$ cat src/rtl/sra_pkg.sv
`timescale 1ns / 1ps

package sra_pkg;

    localparam int SEQ_W       = 7;
    localparam int NB_W        = 2;
    localparam int HANDLE_W    = 16;
    localparam int FB_W        = 3;
    localparam int SLOT_W      = 2;
    localparam int SLOT_IDX_W  = NB_W + SLOT_W;
    localparam int SLOT_TOTAL  = 1 << SLOT_IDX_W;
    localparam int LINK_COUNT  = 1 << NB_W;
    localparam int WINDOW_SLOTS = 1 << SLOT_W;

    localparam logic [1:0] OP_SEND      = 2'd0;
    localparam logic [1:0] OP_ARRIVAL   = 2'd1;
    localparam logic [1:0] OP_FRAME_TMO = 2'd2;
    localparam logic [1:0] OP_ACK_TMO   = 2'd3;

    localparam logic [1:0] FT_DATA = 2'd0;
    localparam logic [1:0] FT_ACK  = 2'd1;
    localparam logic [1:0] FT_NAK  = 2'd2;

    typedef enum logic [2:0] {
        ACT_TRANSMIT = 3'd0,
        ACT_DELIVER  = 3'd1,
        ACT_START_FT = 3'd2,
        ACT_STOP_FT  = 3'd3,
        ACT_START_AT = 3'd4,
        ACT_STOP_AT  = 3'd5,
        ACT_WIN_FULL = 3'd6
    } t_act;

    typedef enum logic [3:0] {
        ST_IDLE,
        ST_DISPATCH,
        ST_RD,
        ST_TXDATA,
        ST_STARTFT,
        ST_STOPAT,
        ST_NAK,
        ST_ACKSTART,
        ST_STORE,
        ST_DLVCHK,
        ST_DLV,
        ST_DLVACK,
        ST_CUM,
        ST_FLUSH
    } t_state;

    typedef enum logic [4:0] {
        C_NONE,
        C_LATCH,
        C_SEND_SETUP,
        C_NAKRS_SETUP,
        C_TMR_SETUP,
        C_EMIT_TXDATA,
        C_EMIT_STARTFT,
        C_EMIT_STOPAT,
        C_EMIT_TXNAK,
        C_EMIT_TXACK,
        C_EMIT_STARTAT,
        C_EMIT_WFULL,
        C_STORE,
        C_EMIT_DLV,
        C_EMIT_STOPFT,
        C_FLUSH
    } t_cmd;

    typedef struct packed {
        logic [1:0] op;
        logic [1:0] kind;
        logic       emit_ok;
        logic       can_push;
        logic       pend_valid;
        logic       win_full;
        logic       seq_ne_exp;
        logic       nak_ok;
        logic       atr;
        logic       rx_store_ok;
        logic       arrived_exp;
        logic       nak_resend_ok;
        logic       cum_ok;
        logic       tmr_ok;
    } t_sts;

    // True when b lies in the circular window [a, c).
    function automatic logic in_win(input logic [SEQ_W-1:0] a,
                                    input logic [SEQ_W-1:0] b,
                                    input logic [SEQ_W-1:0] c);
        return ((a <= b) && (b < c)) || ((c < a) && (a <= b)) || ((b < c) && (c < a));
    endfunction

endpackage

$ cat src/rtl/sra_ram.sv
`timescale 1ns / 1ps

module sra_ram #(
    parameter int WIDTH = 16,
    parameter int DEPTH = 16
) (
    input  logic                     i_clk,
    input  logic                     i_we,
    input  logic [$clog2(DEPTH)-1:0] i_waddr,
    input  logic [WIDTH-1:0]         i_wdata,
    input  logic [$clog2(DEPTH)-1:0] i_raddr,
    output logic [WIDTH-1:0]         o_rdata
);

    logic [WIDTH-1:0] r_mem [DEPTH];
    logic [WIDTH-1:0] r_rdata;

    always_ff @(posedge i_clk) begin
        if (i_we) begin
            r_mem[i_waddr] <= i_wdata;
        end
        r_rdata <= r_mem[i_raddr];
    end

    assign o_rdata = r_rdata;

endmodule

$ cat src/rtl/sra_dpath.sv
`timescale 1ns / 1ps

module sra_dpath (
    input  logic                         i_clk,
    input  logic                         i_rst_n,
    input  sra_pkg::t_cmd                i_cmd,
    output sra_pkg::t_sts                o_sts,
    input  logic [1:0]                   i_opcode,
    input  logic [sra_pkg::NB_W-1:0]     i_neighbour_index,
    input  logic [1:0]                   i_frame_type,
    input  logic [sra_pkg::SEQ_W-1:0]    i_seq_number,
    input  logic [sra_pkg::SEQ_W-1:0]    i_ack_number,
    input  logic [sra_pkg::HANDLE_W-1:0] i_payload_handle,
    input  logic                         i_out_stall,
    output logic                         o_out_valid,
    output logic [2:0]                   o_action,
    output logic [sra_pkg::NB_W-1:0]     o_out_neighbour,
    output logic [1:0]                   o_out_frame_type,
    output logic [sra_pkg::SEQ_W-1:0]    o_out_seq,
    output logic [sra_pkg::SEQ_W-1:0]    o_out_ack,
    output logic [sra_pkg::HANDLE_W-1:0] o_out_handle,
    output logic                         o_last
);

    // Item latch.
    logic [1:0]                   r_op;
    logic [sra_pkg::NB_W-1:0]     r_nb;
    logic [1:0]                   r_kind;
    logic [sra_pkg::SEQ_W-1:0]    r_seq;
    logic [sra_pkg::SEQ_W-1:0]    r_ack;
    logic [sra_pkg::HANDLE_W-1:0] r_handle;
    logic [sra_pkg::SEQ_W-1:0]    r_txseq;

    // Per-link window state.
    logic [sra_pkg::SEQ_W-1:0] r_low  [sra_pkg::LINK_COUNT];
    logic [sra_pkg::SEQ_W-1:0] r_next [sra_pkg::LINK_COUNT];
    logic [sra_pkg::SEQ_W-1:0] r_exp  [sra_pkg::LINK_COUNT];
    logic [sra_pkg::SEQ_W-1:0] r_up   [sra_pkg::LINK_COUNT];
    logic [sra_pkg::FB_W-1:0]  r_fb   [sra_pkg::LINK_COUNT];
    logic [sra_pkg::LINK_COUNT-1:0] r_nak;
    logic [sra_pkg::LINK_COUNT-1:0] r_atr;
    logic [sra_pkg::SLOT_TOTAL-1:0] r_arr;

    // One action is held back so that the final one can carry the last flag.
    logic                         r_pv;
    logic [2:0]                   r_p_act;
    logic [1:0]                   r_p_ft;
    logic [sra_pkg::SEQ_W-1:0]    r_p_seq;
    logic [sra_pkg::SEQ_W-1:0]    r_p_ack;
    logic [sra_pkg::HANDLE_W-1:0] r_p_handle;

    logic                         r_ov;
    logic [2:0]                   r_o_act;
    logic [sra_pkg::NB_W-1:0]     r_o_nb;
    logic [1:0]                   r_o_ft;
    logic [sra_pkg::SEQ_W-1:0]    r_o_seq;
    logic [sra_pkg::SEQ_W-1:0]    r_o_ack;
    logic [sra_pkg::HANDLE_W-1:0] r_o_handle;
    logic                         r_o_last;

    logic [sra_pkg::SEQ_W-1:0]      w_low, w_next, w_exp, w_up, w_ack1, w_ackf;
    logic [sra_pkg::FB_W-1:0]       w_fb;
    logic [sra_pkg::SLOT_IDX_W-1:0] w_slot_tx, w_slot_exp, w_slot_seq, w_slot_next;
    logic [sra_pkg::HANDLE_W-1:0]   w_send_rdata, w_recv_rdata;
    logic                           w_emit, w_push, w_can_push;
    logic [2:0]                     n_act;
    logic [1:0]                     n_ft;
    logic [sra_pkg::SEQ_W-1:0]      n_seq, n_ack;
    logic [sra_pkg::HANDLE_W-1:0]   n_handle;

    assign w_low  = r_low[r_nb];
    assign w_next = r_next[r_nb];
    assign w_exp  = r_exp[r_nb];
    assign w_up   = r_up[r_nb];
    assign w_fb   = r_fb[r_nb];
    assign w_ack1 = r_ack + sra_pkg::SEQ_W'(1);
    assign w_ackf = w_exp - sra_pkg::SEQ_W'(1);

    assign w_slot_tx   = {r_nb, r_txseq[sra_pkg::SLOT_W-1:0]};
    assign w_slot_exp  = {r_nb, w_exp[sra_pkg::SLOT_W-1:0]};
    assign w_slot_seq  = {r_nb, r_seq[sra_pkg::SLOT_W-1:0]};
    assign w_slot_next = {r_nb, w_next[sra_pkg::SLOT_W-1:0]};

    sra_ram #(.WIDTH(sra_pkg::HANDLE_W), .DEPTH(sra_pkg::SLOT_TOTAL)) u_send_ram (
        .i_clk   (i_clk),
        .i_we    (i_cmd == sra_pkg::C_SEND_SETUP),
        .i_waddr (w_slot_next),
        .i_wdata (r_handle),
        .i_raddr (w_slot_tx),
        .o_rdata (w_send_rdata)
    );

    sra_ram #(.WIDTH(sra_pkg::HANDLE_W), .DEPTH(sra_pkg::SLOT_TOTAL)) u_recv_ram (
        .i_clk   (i_clk),
        .i_we    (i_cmd == sra_pkg::C_STORE),
        .i_waddr (w_slot_seq),
        .i_wdata (r_handle),
        .i_raddr (w_slot_exp),
        .o_rdata (w_recv_rdata)
    );

    always_comb begin
        w_emit = i_cmd inside {sra_pkg::C_EMIT_TXDATA, sra_pkg::C_EMIT_STARTFT,
                               sra_pkg::C_EMIT_STOPAT, sra_pkg::C_EMIT_TXNAK,
                               sra_pkg::C_EMIT_TXACK, sra_pkg::C_EMIT_STARTAT,
                               sra_pkg::C_EMIT_WFULL, sra_pkg::C_EMIT_DLV,
                               sra_pkg::C_EMIT_STOPFT};
        n_act    = sra_pkg::ACT_TRANSMIT;
        n_ft     = sra_pkg::FT_DATA;
        n_seq    = '0;
        n_ack    = '0;
        n_handle = '0;
        case (i_cmd)
            sra_pkg::C_EMIT_TXDATA: begin
                n_seq    = r_txseq;
                n_ack    = w_ackf;
                n_handle = w_send_rdata;
            end
            sra_pkg::C_EMIT_STARTFT: begin
                n_act = sra_pkg::ACT_START_FT;
                n_seq = r_txseq;
            end
            sra_pkg::C_EMIT_STOPAT:  n_act = sra_pkg::ACT_STOP_AT;
            sra_pkg::C_EMIT_TXNAK: begin
                n_ft  = sra_pkg::FT_NAK;
                n_ack = w_ackf;
            end
            sra_pkg::C_EMIT_TXACK: begin
                n_ft  = sra_pkg::FT_ACK;
                n_ack = w_ackf;
            end
            sra_pkg::C_EMIT_STARTAT: n_act = sra_pkg::ACT_START_AT;
            sra_pkg::C_EMIT_WFULL: begin
                n_act    = sra_pkg::ACT_WIN_FULL;
                n_handle = r_handle;
            end
            sra_pkg::C_EMIT_DLV: begin
                n_act    = sra_pkg::ACT_DELIVER;
                n_handle = w_recv_rdata;
            end
            sra_pkg::C_EMIT_STOPFT: begin
                n_act = sra_pkg::ACT_STOP_FT;
                n_seq = w_low;
            end
            default: ;
        endcase
    end

    assign w_can_push = !r_ov || !i_out_stall;
    assign w_push     = (w_emit && r_pv) || (i_cmd == sra_pkg::C_FLUSH);

    always_ff @(posedge i_clk) begin
        if (!i_rst_n) begin
            for (int i = 0; i < sra_pkg::LINK_COUNT; i++) begin
                r_low[i]  <= '0;
                r_next[i] <= '0;
                r_exp[i]  <= '0;
                r_up[i]   <= sra_pkg::SEQ_W'(sra_pkg::WINDOW_SLOTS);
                r_fb[i]   <= '0;
            end
            r_nak <= '0;
            r_atr <= '0;
            r_arr <= '0;
            r_pv  <= 1'b0;
            r_ov  <= 1'b0;
        end else begin
            if (w_push) begin
                r_ov <= 1'b1;
            end else if (!i_out_stall) begin
                r_ov <= 1'b0;
            end
            if (w_emit) begin
                r_pv <= 1'b1;
            end else if (i_cmd == sra_pkg::C_FLUSH) begin
                r_pv <= 1'b0;
            end
            case (i_cmd)
                sra_pkg::C_SEND_SETUP: begin
                    r_fb[r_nb]   <= w_fb + sra_pkg::FB_W'(1);
                    r_next[r_nb] <= w_next + sra_pkg::SEQ_W'(1);
                end
                sra_pkg::C_EMIT_STOPAT, sra_pkg::C_EMIT_TXACK: r_atr[r_nb] <= 1'b0;
                sra_pkg::C_EMIT_TXNAK:   r_nak[r_nb] <= 1'b0;
                sra_pkg::C_EMIT_STARTAT: r_atr[r_nb] <= 1'b1;
                sra_pkg::C_STORE:        r_arr[w_slot_seq] <= 1'b1;
                sra_pkg::C_EMIT_DLV: begin
                    r_arr[w_slot_exp] <= 1'b0;
                    r_nak[r_nb]       <= 1'b1;
                    r_exp[r_nb]       <= w_exp + sra_pkg::SEQ_W'(1);
                    r_up[r_nb]        <= w_up + sra_pkg::SEQ_W'(1);
                end
                sra_pkg::C_EMIT_STOPFT: begin
                    if (w_fb != '0) begin
                        r_fb[r_nb] <= w_fb - sra_pkg::FB_W'(1);
                    end
                    r_low[r_nb] <= w_low + sra_pkg::SEQ_W'(1);
                end
                default: ;
            endcase
        end
    end

    always_ff @(posedge i_clk) begin
        if (i_cmd == sra_pkg::C_LATCH) begin
            r_op     <= i_opcode;
            r_nb     <= i_neighbour_index;
            r_kind   <= i_frame_type;
            r_seq    <= i_seq_number;
            r_ack    <= i_ack_number;
            r_handle <= i_payload_handle;
        end
        case (i_cmd)
            sra_pkg::C_SEND_SETUP:  r_txseq <= w_next;
            sra_pkg::C_NAKRS_SETUP: r_txseq <= w_ack1;
            sra_pkg::C_TMR_SETUP:   r_txseq <= r_seq;
            default: ;
        endcase
        if (w_push) begin
            r_o_act    <= r_p_act;
            r_o_nb     <= r_nb;
            r_o_ft     <= r_p_ft;
            r_o_seq    <= r_p_seq;
            r_o_ack    <= r_p_ack;
            r_o_handle <= r_p_handle;
            r_o_last   <= (i_cmd == sra_pkg::C_FLUSH);
        end
        if (w_emit) begin
            r_p_act    <= n_act;
            r_p_ft     <= n_ft;
            r_p_seq    <= n_seq;
            r_p_ack    <= n_ack;
            r_p_handle <= n_handle;
        end
    end

    always_comb begin
        o_sts.op            = r_op;
        o_sts.kind          = r_kind;
        o_sts.can_push      = w_can_push;
        o_sts.emit_ok       = !r_pv || w_can_push;
        o_sts.pend_valid    = r_pv;
        o_sts.win_full      = w_fb >= sra_pkg::FB_W'(sra_pkg::WINDOW_SLOTS);
        o_sts.seq_ne_exp    = r_seq != w_exp;
        o_sts.nak_ok        = r_nak[r_nb];
        o_sts.atr           = r_atr[r_nb];
        o_sts.rx_store_ok   = sra_pkg::in_win(w_exp, r_seq, w_up) && !r_arr[w_slot_seq];
        o_sts.arrived_exp   = r_arr[w_slot_exp];
        o_sts.nak_resend_ok = sra_pkg::in_win(w_low, w_ack1, w_next);
        o_sts.cum_ok        = sra_pkg::in_win(w_low, r_ack, w_next);
        o_sts.tmr_ok        = sra_pkg::in_win(w_low, r_seq, w_next);
    end

    assign o_out_valid      = r_ov;
    assign o_action         = r_o_act;
    assign o_out_neighbour  = r_o_nb;
    assign o_out_frame_type = r_o_ft;
    assign o_out_seq        = r_o_seq;
    assign o_out_ack        = r_o_ack;
    assign o_out_handle     = r_o_handle;
    assign o_last           = r_o_last;

endmodule

$ cat src/rtl/sra_ctrl.sv
`timescale 1ns / 1ps

module sra_ctrl (
    input  logic           i_clk,
    input  logic           i_rst_n,
    input  logic           i_in_valid,
    input  sra_pkg::t_sts  i_sts,
    output sra_pkg::t_cmd  o_cmd,
    output logic           o_busy
);

    sra_pkg::t_state r_state, n_state;
    sra_pkg::t_state w_after_send;

    always_ff @(posedge i_clk) begin
        if (!i_rst_n) begin
            r_state <= sra_pkg::ST_IDLE;
        end else begin
            r_state <= n_state;
        end
    end

    // Where a transmitted frame's sequence returns to, by event kind.
    always_comb begin
        if (i_sts.op == sra_pkg::OP_ARRIVAL && i_sts.kind == sra_pkg::FT_DATA) begin
            w_after_send = sra_pkg::ST_STORE;
        end else if (i_sts.op == sra_pkg::OP_ARRIVAL) begin
            w_after_send = sra_pkg::ST_CUM;
        end else begin
            w_after_send = sra_pkg::ST_FLUSH;
        end
    end

    always_comb begin
        n_state = r_state;
        o_cmd   = sra_pkg::C_NONE;
        case (r_state)
            sra_pkg::ST_IDLE: begin
                if (i_in_valid) begin
                    o_cmd   = sra_pkg::C_LATCH;
                    n_state = sra_pkg::ST_DISPATCH;
                end
            end
            sra_pkg::ST_DISPATCH: begin
                // Nothing is pending here, so an action can always be taken.
                case (i_sts.op)
                    sra_pkg::OP_SEND: begin
                        if (i_sts.win_full) begin
                            o_cmd   = sra_pkg::C_EMIT_WFULL;
                            n_state = sra_pkg::ST_FLUSH;
                        end else begin
                            o_cmd   = sra_pkg::C_SEND_SETUP;
                            n_state = sra_pkg::ST_RD;
                        end
                    end
                    sra_pkg::OP_ARRIVAL: begin
                        if (i_sts.kind == sra_pkg::FT_DATA) begin
                            n_state = (i_sts.seq_ne_exp && i_sts.nak_ok) ?
                                      sra_pkg::ST_NAK : sra_pkg::ST_ACKSTART;
                        end else if (i_sts.kind == sra_pkg::FT_NAK && i_sts.nak_resend_ok) begin
                            o_cmd   = sra_pkg::C_NAKRS_SETUP;
                            n_state = sra_pkg::ST_RD;
                        end else begin
                            n_state = sra_pkg::ST_CUM;
                        end
                    end
                    sra_pkg::OP_FRAME_TMO: begin
                        if (i_sts.tmr_ok) begin
                            o_cmd   = sra_pkg::C_TMR_SETUP;
                            n_state = sra_pkg::ST_RD;
                        end else begin
                            n_state = sra_pkg::ST_FLUSH;
                        end
                    end
                    default: begin
                        if (i_sts.atr) begin
                            o_cmd = sra_pkg::C_EMIT_TXACK;
                        end
                        n_state = sra_pkg::ST_FLUSH;
                    end
                endcase
            end
            sra_pkg::ST_RD: n_state = sra_pkg::ST_TXDATA;
            sra_pkg::ST_TXDATA: begin
                if (i_sts.emit_ok) begin
                    o_cmd   = sra_pkg::C_EMIT_TXDATA;
                    n_state = sra_pkg::ST_STARTFT;
                end
            end
            sra_pkg::ST_STARTFT: begin
                if (i_sts.emit_ok) begin
                    o_cmd   = sra_pkg::C_EMIT_STARTFT;
                    n_state = sra_pkg::ST_STOPAT;
                end
            end
            sra_pkg::ST_NAK: begin
                if (i_sts.emit_ok) begin
                    o_cmd   = sra_pkg::C_EMIT_TXNAK;
                    n_state = sra_pkg::ST_STOPAT;
                end
            end
            sra_pkg::ST_STOPAT: begin
                if (!i_sts.atr) begin
                    n_state = w_after_send;
                end else if (i_sts.emit_ok) begin
                    o_cmd   = sra_pkg::C_EMIT_STOPAT;
                    n_state = w_after_send;
                end
            end
            sra_pkg::ST_ACKSTART: begin
                if (i_sts.atr) begin
                    n_state = sra_pkg::ST_STORE;
                end else if (i_sts.emit_ok) begin
                    o_cmd   = sra_pkg::C_EMIT_STARTAT;
                    n_state = sra_pkg::ST_STORE;
                end
            end
            sra_pkg::ST_STORE: begin
                if (i_sts.rx_store_ok) begin
                    o_cmd   = sra_pkg::C_STORE;
                    n_state = sra_pkg::ST_DLVCHK;
                end else begin
                    n_state = sra_pkg::ST_CUM;
                end
            end
            sra_pkg::ST_DLVCHK: begin
                n_state = i_sts.arrived_exp ? sra_pkg::ST_DLV : sra_pkg::ST_CUM;
            end
            sra_pkg::ST_DLV: begin
                if (i_sts.emit_ok) begin
                    o_cmd   = sra_pkg::C_EMIT_DLV;
                    n_state = sra_pkg::ST_DLVACK;
                end
            end
            sra_pkg::ST_DLVACK: begin
                if (i_sts.atr) begin
                    n_state = sra_pkg::ST_DLVCHK;
                end else if (i_sts.emit_ok) begin
                    o_cmd   = sra_pkg::C_EMIT_STARTAT;
                    n_state = sra_pkg::ST_DLVCHK;
                end
            end
            sra_pkg::ST_CUM: begin
                if (!i_sts.cum_ok) begin
                    n_state = sra_pkg::ST_FLUSH;
                end else if (i_sts.emit_ok) begin
                    o_cmd = sra_pkg::C_EMIT_STOPFT;
                end
            end
            sra_pkg::ST_FLUSH: begin
                if (!i_sts.pend_valid) begin
                    n_state = sra_pkg::ST_IDLE;
                end else if (i_sts.can_push) begin
                    o_cmd   = sra_pkg::C_FLUSH;
                    n_state = sra_pkg::ST_IDLE;
                end
            end
            default: n_state = sra_pkg::ST_IDLE;
        endcase
    end

    assign o_busy = r_state != sra_pkg::ST_IDLE;

endmodule

$ cat src/rtl/selective_repeat_arq_engine.sv
// The shortest items are a window-full send, an ack-timer expiry and an ignored frame timer;
// the longest is a data arrival that delivers four slots and slides the send window by four.
// A send or a frame-timer resend runs through RD, TXDATA, STARTFT and STOPAT.
// One action is held back to carry the last flag; the final one is valid as o_stall drops.
// Items are taken one at a time; an output stall that holds an action lengthens the item.
// Reset (i_rst_n low, synchronous) clears window state, flags and arrival marks, not the RAMs.
`timescale 1ns / 1ps

module selective_repeat_arq_engine (
    input  logic                         i_clk,
    input  logic                         i_rst_n,
    input  logic                         i_valid,
    output logic                         o_stall,
    input  logic [1:0]                   i_opcode,
    input  logic [sra_pkg::NB_W-1:0]     i_neighbour_index,
    input  logic [1:0]                   i_frame_type,
    input  logic [sra_pkg::SEQ_W-1:0]    i_seq_number,
    input  logic [sra_pkg::SEQ_W-1:0]    i_ack_number,
    input  logic [sra_pkg::HANDLE_W-1:0] i_payload_handle,
    output logic                         o_valid,
    input  logic                         i_stall,
    output logic [2:0]                   o_action,
    output logic [sra_pkg::NB_W-1:0]     o_out_neighbour,
    output logic [1:0]                   o_out_frame_type,
    output logic [sra_pkg::SEQ_W-1:0]    o_out_seq,
    output logic [sra_pkg::SEQ_W-1:0]    o_out_ack,
    output logic [sra_pkg::HANDLE_W-1:0] o_out_handle,
    output logic                         o_last
);

    sra_pkg::t_cmd w_cmd;
    sra_pkg::t_sts w_sts;

    sra_ctrl u_ctrl (
        .i_clk      (i_clk),
        .i_rst_n    (i_rst_n),
        .i_in_valid (i_valid),
        .i_sts      (w_sts),
        .o_cmd      (w_cmd),
        .o_busy     (o_stall)
    );

    sra_dpath u_dpath (
        .i_clk             (i_clk),
        .i_rst_n           (i_rst_n),
        .i_cmd             (w_cmd),
        .o_sts             (w_sts),
        .i_opcode          (i_opcode),
        .i_neighbour_index (i_neighbour_index),
        .i_frame_type      (i_frame_type),
        .i_seq_number      (i_seq_number),
        .i_ack_number      (i_ack_number),
        .i_payload_handle  (i_payload_handle),
        .i_out_stall       (i_stall),
        .o_out_valid       (o_valid),
        .o_action          (o_action),
        .o_out_neighbour   (o_out_neighbour),
        .o_out_frame_type  (o_out_frame_type),
        .o_out_seq         (o_out_seq),
        .o_out_ack         (o_out_ack),
        .o_out_handle      (o_out_handle),
        .o_last            (o_last)
    );

    // While idle, no held-back action may remain.
    a_idle_no_pending: assert property (@(posedge i_clk) disable iff (!i_rst_n)
        !o_stall |-> !w_sts.pend_valid)
        else $error("action left pending while idle");

    // An action is only produced when the held-back one can move on.
    a_emit_room: assert property (@(posedge i_clk) disable iff (!i_rst_n)
        (w_cmd == sra_pkg::C_EMIT_TXDATA || w_cmd == sra_pkg::C_EMIT_STARTFT ||
         w_cmd == sra_pkg::C_EMIT_STOPAT || w_cmd == sra_pkg::C_EMIT_TXNAK ||
         w_cmd == sra_pkg::C_EMIT_TXACK || w_cmd == sra_pkg::C_EMIT_STARTAT ||
         w_cmd == sra_pkg::C_EMIT_WFULL || w_cmd == sra_pkg::C_EMIT_DLV ||
         w_cmd == sra_pkg::C_EMIT_STOPFT) |-> w_sts.emit_ok)
        else $error("action produced without room");

    // The engine leaves idle only on an accepted item.
    a_busy_on_accept: assert property (@(posedge i_clk) disable iff (!i_rst_n)
        $rose(o_stall) |-> $past(i_valid))
        else $error("engine busy without an item");

endmodule
$ cat config.mk
export PLATFORM = sky130hd
export DESIGN_NAME = selective_repeat_arq_engine
export DESIGN_NICKNAME = d
export VERILOG_FILES = /design/src/rtl/sra_pkg.sv /design/src/rtl/sra_ram.sv /design/src/rtl/sra_dpath.sv /design/src/rtl/sra_ctrl.sv /design/src/rtl/selective_repeat_arq_engine.sv
export SDC_FILE = /design/constraint.sdc
export NUM_CORES = 1
export LEC_CHECK = 0
export BUFFER_PORTS_ARGS = -buffer_cell sky130_fd_sc_hd__buf_2
export CAP_MARGIN = 20
export CORE_MARGIN = 5
export CORE_UTILIZATION = 45
export CTS_BUF_LIST = sky130_fd_sc_hd__clkbuf_4
export DETAILED_ROUTE_END_ITERATION = 10
export GPL_ROUTABILITY_DRIVEN = 0
export GPL_TIMING_DRIVEN = 0
export HOLD_SLACK_MARGIN = 0.1
export SYNTH_ARGS = -nofsm -noshare
export SYNTH_HDL_FRONTEND = slang
export SYNTH_HIERARCHICAL = 1
export SYNTH_SLANG_ARGS = --single-unit
$ cat constraint.sdc
create_clock -name i_clk -period 8.46 [get_ports i_clk]
set_input_delay 1.269 -clock i_clk [delete_from_list [all_inputs] [get_ports i_clk]]
set_output_delay 1.269 -clock i_clk [all_outputs]
set_load 0.05 [all_outputs]
# After elaboration in Yosys (flattened, before gate mapping)
# Memories as Yosys holds them, arrays and structs flattened. A register that Yosys moved wholly into a read port is not among the register bits.
# Cells that the tools add are included.
# W data, S select, Z words.
[op_classes]
addsub = 8
order_cmp = 17
eq_ne = 42
mux = 109
bitwise_logic = 9
n_reduce_logical = 57
[op_table]
columns = ["operator", "count"]
rows = [
  ["$mux W4", 26],
  ["$pmux W5 S11", 1],
  ["$pmux W4 S13", 1],
  ["$pmux W16 S3", 1],
  ["$lt A7 B7 Y1", 6],
  ["$eq A5 B4 Y1 const B", 8],
  ["$mux W1", 36],
  ["$add A7 B1 Y7 const B", 5],
  ["$pmux W16 S2", 1],
  ["$le A7 B7 Y1", 4],
  ["$mux W7", 4],
  ["$reduce_or A7 Y1", 4],
  ["$mux W5", 5],
  ["$eq A4 B4 Y1 const B", 6],
  ["$mux W3", 8],
  ["$mux W2", 11],
  ["$pmux W7 S3", 1],
  ["$eq A5 B3 Y1 const B", 4],
  ["$logic_and A1 B1 Y1", 20],
  ["$pmux W3 S6", 1],
  ["$and A16 B16 Y16", 1],
  ["$eq A4 B3 Y1 const B", 4],
  ["$not A16 Y16", 1],
  ["$or A16 B16 Y16", 1],
  ["44 further kinds", 82],
]
[totals]
register_bits = 146
ramBits = 636
inputBits = 40
out_inout_bits = 40
elab_cells = 274
n_memories = 7
[memory_table]
columns = ["memory", "depth", "width", "rd", "rd_ports_with_merged_regs", "wr", "line", "source"]
rows = [
  ["u_dpath.u_recv_ram.r_mem", 16, 16, 1, 1, 1, "sra_ram.sv:15", "logic [WIDTH-1:0] r_mem [DEPTH];"],
  ["u_dpath.u_send_ram.r_mem", 16, 16, 1, 1, 1, "sra_ram.sv:15", ""],
  ["u_dpath.r_exp", 4, 7, 1, 1, 4, "sra_dpath.sv:37", "logic [sra_pkg::SEQ_W-1:0] r_exp [sra_pkg::LINK_COUNT];"],
  ["u_dpath.r_low", 4, 7, 1, 1, 4, "sra_dpath.sv:35", "logic [sra_pkg::SEQ_W-1:0] r_low [sra_pkg::LINK_COUNT];"],
  ["u_dpath.r_next", 4, 7, 1, 1, 4, "sra_dpath.sv:36", "logic [sra_pkg::SEQ_W-1:0] r_next [sra_pkg::LINK_COUNT];"],
  ["u_dpath.r_up", 4, 7, 1, 1, 4, "sra_dpath.sv:38", "logic [sra_pkg::SEQ_W-1:0] r_up [sra_pkg::LINK_COUNT];"],
  ["+1 memories", "-", "-", "-", "-", "-", "-", ""],
]

# Depth between registers and ports, before layout
[depth]
ltp_word = 17
ltp_mapped = 23
ltp_nobuf = 20

# Cells and area by module
# The synthesis kept the hierarchy.
[modules_own_cells]
columns = ["module", "n_inst", "cells_each", "area_each_um2", "seq_area_each_um2"]
rows = [
  ["sra_ram", 2, 432, 10042.1, 8007.7],
  ["sra_dpath", 1, 1058, 13249.0, 7767.4],
  ["sra_ctrl", 1, 115, 819.5, 80.1],
]

# Worst setup path after synthesis
# No wires, ideal clock.
[synth_path]
kind = "register -> register"
start = "register with a tool-made name"
end = "register u_dpath.r_o_act[0], in the netlist u_dpath/o_action[0], enable pin"
setup_ns = 0.393
arrival_ns = 8.010
required_time_ns = 8.067
path_slack_ns = 0.057
stages_incl_launch_ff = 22
path_buffers = 5
synth_period_minus_slack_ns = 8.403
cell_sequence = "dfxtp_1 > buf_6 > buf_12 > buf_2 > mux4_2 > inv_1 > ha_1 > a21o_1 > a21o_1 > a41oi_1 > maj3_2 > nor4bb_1 > o21ai_0 > o31ai_1 > a21boi_0 > nand2_1 > clkbuf_1 > clkbuf_1 > o21ai_0 > a211oi_1 > a21oi_1 > inv_1"
[synth_rtl]
columns = ["item", "line", "source"]
rows = [
  ["end signal: assignment", "sra_dpath.sv:219", "r_o_act <= r_p_act;"],
  ["end: declaration", "sra_dpath.sv:53", "logic [2:0] r_o_act;"],
]

==> results.txt <==
* Leading cell type in the layout, fill and taps excluded: edfxtp_1
- After routing the design area is just under 0.04 mm^2.
- Number of vias after detailed routing: ~20000
- Avg Inst Size Synth: roughly 17 um^2
- Total of hold buffers inserted after clock tree synthesis: 0
* CP top delay family: simple AND/OR/NAND/NOR gates
- Highest-delay cell along the critical path: a2111oi_2
* Placed inst area: 0.0368 mm^2
- Number of max-capacitance violations reported: 0
- PwrDens: 290 mW/mm^2
- The first global-routing pass estimated ~130000 um of wire.
- In this run the number of H-tree levels came out at 4.
- Post-CTS setup-driven buffer insertion count: 0
- Nets in the synthesized netlist: roughly 2200
* Critical Path, Cell by Cell: buf_4, clkbuf_1, mux4_2, inv_1, ha_1, o211ai_1, a21oi_1, a211oi_1, a21oi_1, a2111oi_2, a2bb2o_1, nand2_1, o311ai_0, clkbuf_1, nand3b_1, clkbuf_1, nor3_1, nand3b_1, nor3_2, buf_6
* Count of buffers from port buffering: 79
* 1st-iter DRT viols: 1793
- Max VDD drop: 0.143 mV
- Clock tree synthesis inserted a total of ~200 buffers.
* Final core utilization: 52.3%
- Cell mode on critical path: clkbuf_1
- Counting flops and latches in the post-synthesis netlist gives 816.
- The number of buffers and inverters on the critical path is 6.
* Proportion of layout cells with a drive suffix above 1: between 20% and 30%
- Highest-count cells in the layout ignoring fill and taps: edfxtp_1, clkbuf_4, mux4_2
- Setup slack after layout: between 500 and 600 ps
- Number of antenna violations at the first check in global routing: 2
* Clk Tree Root Cell: clkbuf_4
- All-Layer GR Usage: between 20% and 30%
- Cells after Synth: 2037
- Outcome: finished clean
- In the routed design, unresolved DRC markers number 0.
* Placed wire-length estimate after detailed placement: slightly above 60000 um
* Kind of capture point of the worst setup path: flip-flop
- At the pin with the least slew margin, the transition time is approximately 1100 ps.
* Delay of the slowest cell on the worst path: 850 ps
- Final setup violation count: 0
- Arrival time reported for the critical path endpoint: 8610 ps
- Number of global-route vias before repair: between 20000 and 25000
* Startpoint of the lowest-slack hold path: u_dpath/r_p_handle[6]
- The die covers 0.0815 mm^2.
* Filler cell count: just over 6000
- The die is about 290 um wide.
* Setup repair after global routing missed its margin: false
- The die is roughly 290 um tall.
- Post-cts sizing count: 0
- Counting instances, the worst hold path has a depth of 0.
* Final period util: between 90 and 100%
- Timing would allow up to ~0.13 GHz.
- Clock-pin slew was measured on the worst setup and hold paths at around 60 ps.
- Flop-to-flop setup slack: ~550 ps
- The count of final max-slew check failures came to 0.
- Tightest slew margin relative to the limit: a little under a quarter
- Mean routed wirelength per cell: around 25 um
- CP max FO: 10
- DRT Wirelength: around 90000 um
- Once the floorplan was initialized, standard cells occupied between 40% and 50% of the core.
- In this run the deepest clock path goes through 3 buffers.
* Worst hold-check slack: 387 ps
* Number of iterations in the first detailed-routing pass: 6
- The tree built by TritonCTS fans out to 816 sinks.
- Total core area: around 0.076 mm^2
- Netlist Area Pre-Place: 0.0342 mm^2
* Startpoint Class: flip-flop
* Yosys Warn Count: 6
* Worst EP required: slightly above 9000 ps
* Reg2Reg Depth: 20
* EDFF count, synth: 752
- The final layout contains 2497 nets.
- Synthesis-to-finish area growth: 15.7%
* Avg Vias per Cell: between 5 and 6
- In this run the critical register-to-register path is captured at u_dpath/u_recv_ram/r_mem[4][2].
- Remaining antenna violation count after routing: 0
* Number of distinct library cell variants in the gate-level netlist after synthesis: between 80 and 90
* Worst hold path class: flip-flop to flip-flop
- Entering global routing, the biggest net connects 39 pins.
- Final count of hold timing violations: 0
* Clock network latency to the later pin of the worst-skew pair: 1030 ps
* Overflow left after global routing: 0
- Worst hold endpoint: u_dpath/o_out_handle[6]
* Leakage: between 0.01 and 0.015 uW
- TritonCTS clock tree: done
- Clock skew: ~70 ps
* Number of rows created at floorplan: around 100
- I/O pin count: 80
- Sequential cell area fraction in the yosys report: 69.9%
- For this run, the leading register cell type out of synthesis is edfxtp_1.
* Proportion of register bits with asynchronous set or reset after synthesis: 0%
- Type of the setup path with the least slack: flip-flop to flip-flop
- Final worst path period need: about 7900 ps
* Pre-CTS worst setup slack: approximately 770 ps
[layout make-up]
class	count	area [um^2]	area share, %
Clock inverter	77	434	1.10
Sequential cell	816	23900	60.4
Multi-Input combinational cell	1010	9420	23.8
Tap cell	978	1220	3.10
Timing Repair Buffer	140	1400	3.54
Buffer	109	598	1.51
Antenna cell	4	10.0	0.0253
Inverter	102	385	0.975
Clock buffer	291	2180	5.53
[synthesized netlist by cell type, types with 6 or more instances]
cell type	number	area share, %
a22o_1	7	0.18
buf_1	12	0.13
a2bb2oi_1	12	0.31
a31oi_1	6	0.11
mux4_2	146	9.6
xnor2_1	26	0.67
o21ai_0	34	0.50
nand3_1	45	0.66
a222oi_1	16	0.47
o21ai_1	9	0.13
nand2b_1	23	0.42
clkbuf_1	56	0.62
mux4_1	22	1.7
ha_1	72	2.6
inv_1	99	1.1
a21oi_1	55	0.81
nand2_1	99	1.1
buf_2	12	0.18
nor3_1	51	0.75
dfxtp_1	64	3.8
edfxtp_1	752	66
buf_4	14	0.31
buf_6	14	0.46
a22oi_1	68	1.5
nand3b_1	7	0.15
nor2_1	152	1.7
a211oi_1	12	0.26
a21o_1	14	0.31
mux2i_1	13	0.38
nor2b_1	19	0.35
o21a_1	11	0.24
[logic make-up after synthesis]
kind of cell | count (synthesis) | share of synthesized area, %
AO/OA/AOI/OAI | 279 | 5.77
XOR/XNOR | 30 | 0.769
adder cells (fa/ha/maj) | 76 | 2.80
buffers and inverters | 211 | 2.88
flip-flops | 816 | 69.9
multiplexers | 184 | 11.8
other | 1 | 0.0110
AND/OR/NAND/NOR | 440 | 6.11
[power by group]
group	total, uW	switching [uW]	internal (uW)
Clock	3250	1580	1660
Combinational	3130	1900	1220
Sequential	5070	223	4850
[worst max-delay path by stage]
stage	startpoint	endpoint	slack, ps	cells past startpoint
detailed placement	flip-flop	u_dpath/u_send_ram/r_mem[0][1]	770	20
CTS	flip-flop	u_dpath/u_send_ram/r_mem[0][12]	720	20
global placement	flip-flop	u_dpath/o_out_handle[11]	-2930	20
floorplan	flip-flop	u_dpath/o_action[0]	60	21
finish	flip-flop	u_dpath/u_recv_ram/r_mem[4][2]	550	20
global route	flip-flop	u_dpath/u_recv_ram/r_mem[4][12]	480	18
[through the flow]
stage / TNS (ps) / instances / power, uW
2_1_floorplan: 0 / 2037 / 7110
3_3_place_gp: -188760 / 3094 / 8090
3_5_place_dp: 0 / 3151 / 8260
4_1_cts: 0 / 3519 / 11500
5_1_grt: 0 / 3527 / 12000
6_report: 0 / 3527 / 11400
[flip-flops by register name (all words and copies together) (netlist names), 3 cells and up, named ones only]
register and flops:
u_dpath/r_p_handle 16, u_dpath/u_send_ram/o_rdata 16, u_dpath/u_send_ram/r_mem 256, u_dpath/r_up 28, u_dpath/r_handle 16, u_dpath/o_out_seq 7, u_dpath/u_recv_ram/r_mem 256, u_dpath/r_next 28
u_dpath/u_recv_ram/o_rdata 16, u_dpath/r_exp 28, u_dpath/r_p_ack 7, u_dpath/r_arr 16, u_dpath/r_seq 7, u_dpath/r_ack 7, u_ctrl/r_state 4, u_dpath/r_p_act 3
u_dpath/r_fb 12, u_dpath/o_out_ack 7, u_dpath/o_action 3, u_dpath/o_out_handle 16, u_dpath/r_low 28, u_dpath/r_txseq 7, u_dpath/r_p_seq 7
[routing by layer]
| layer | wire length [um] | vias up | GRT usage, % |
|---|---|---|---|
| li1 | - | 8877 | - |
| met1 | 35500 | 10458 | 27.9 |
| met2 | 44400 | 864 | 36.5 |
| met3 | 5980 | 139 | 4.36 |
| met4 | 2160 | 0 | 7.34 |
| met5 | 0 | - | 0 |
Note: power is estimated with default switching activity, not from simulation.
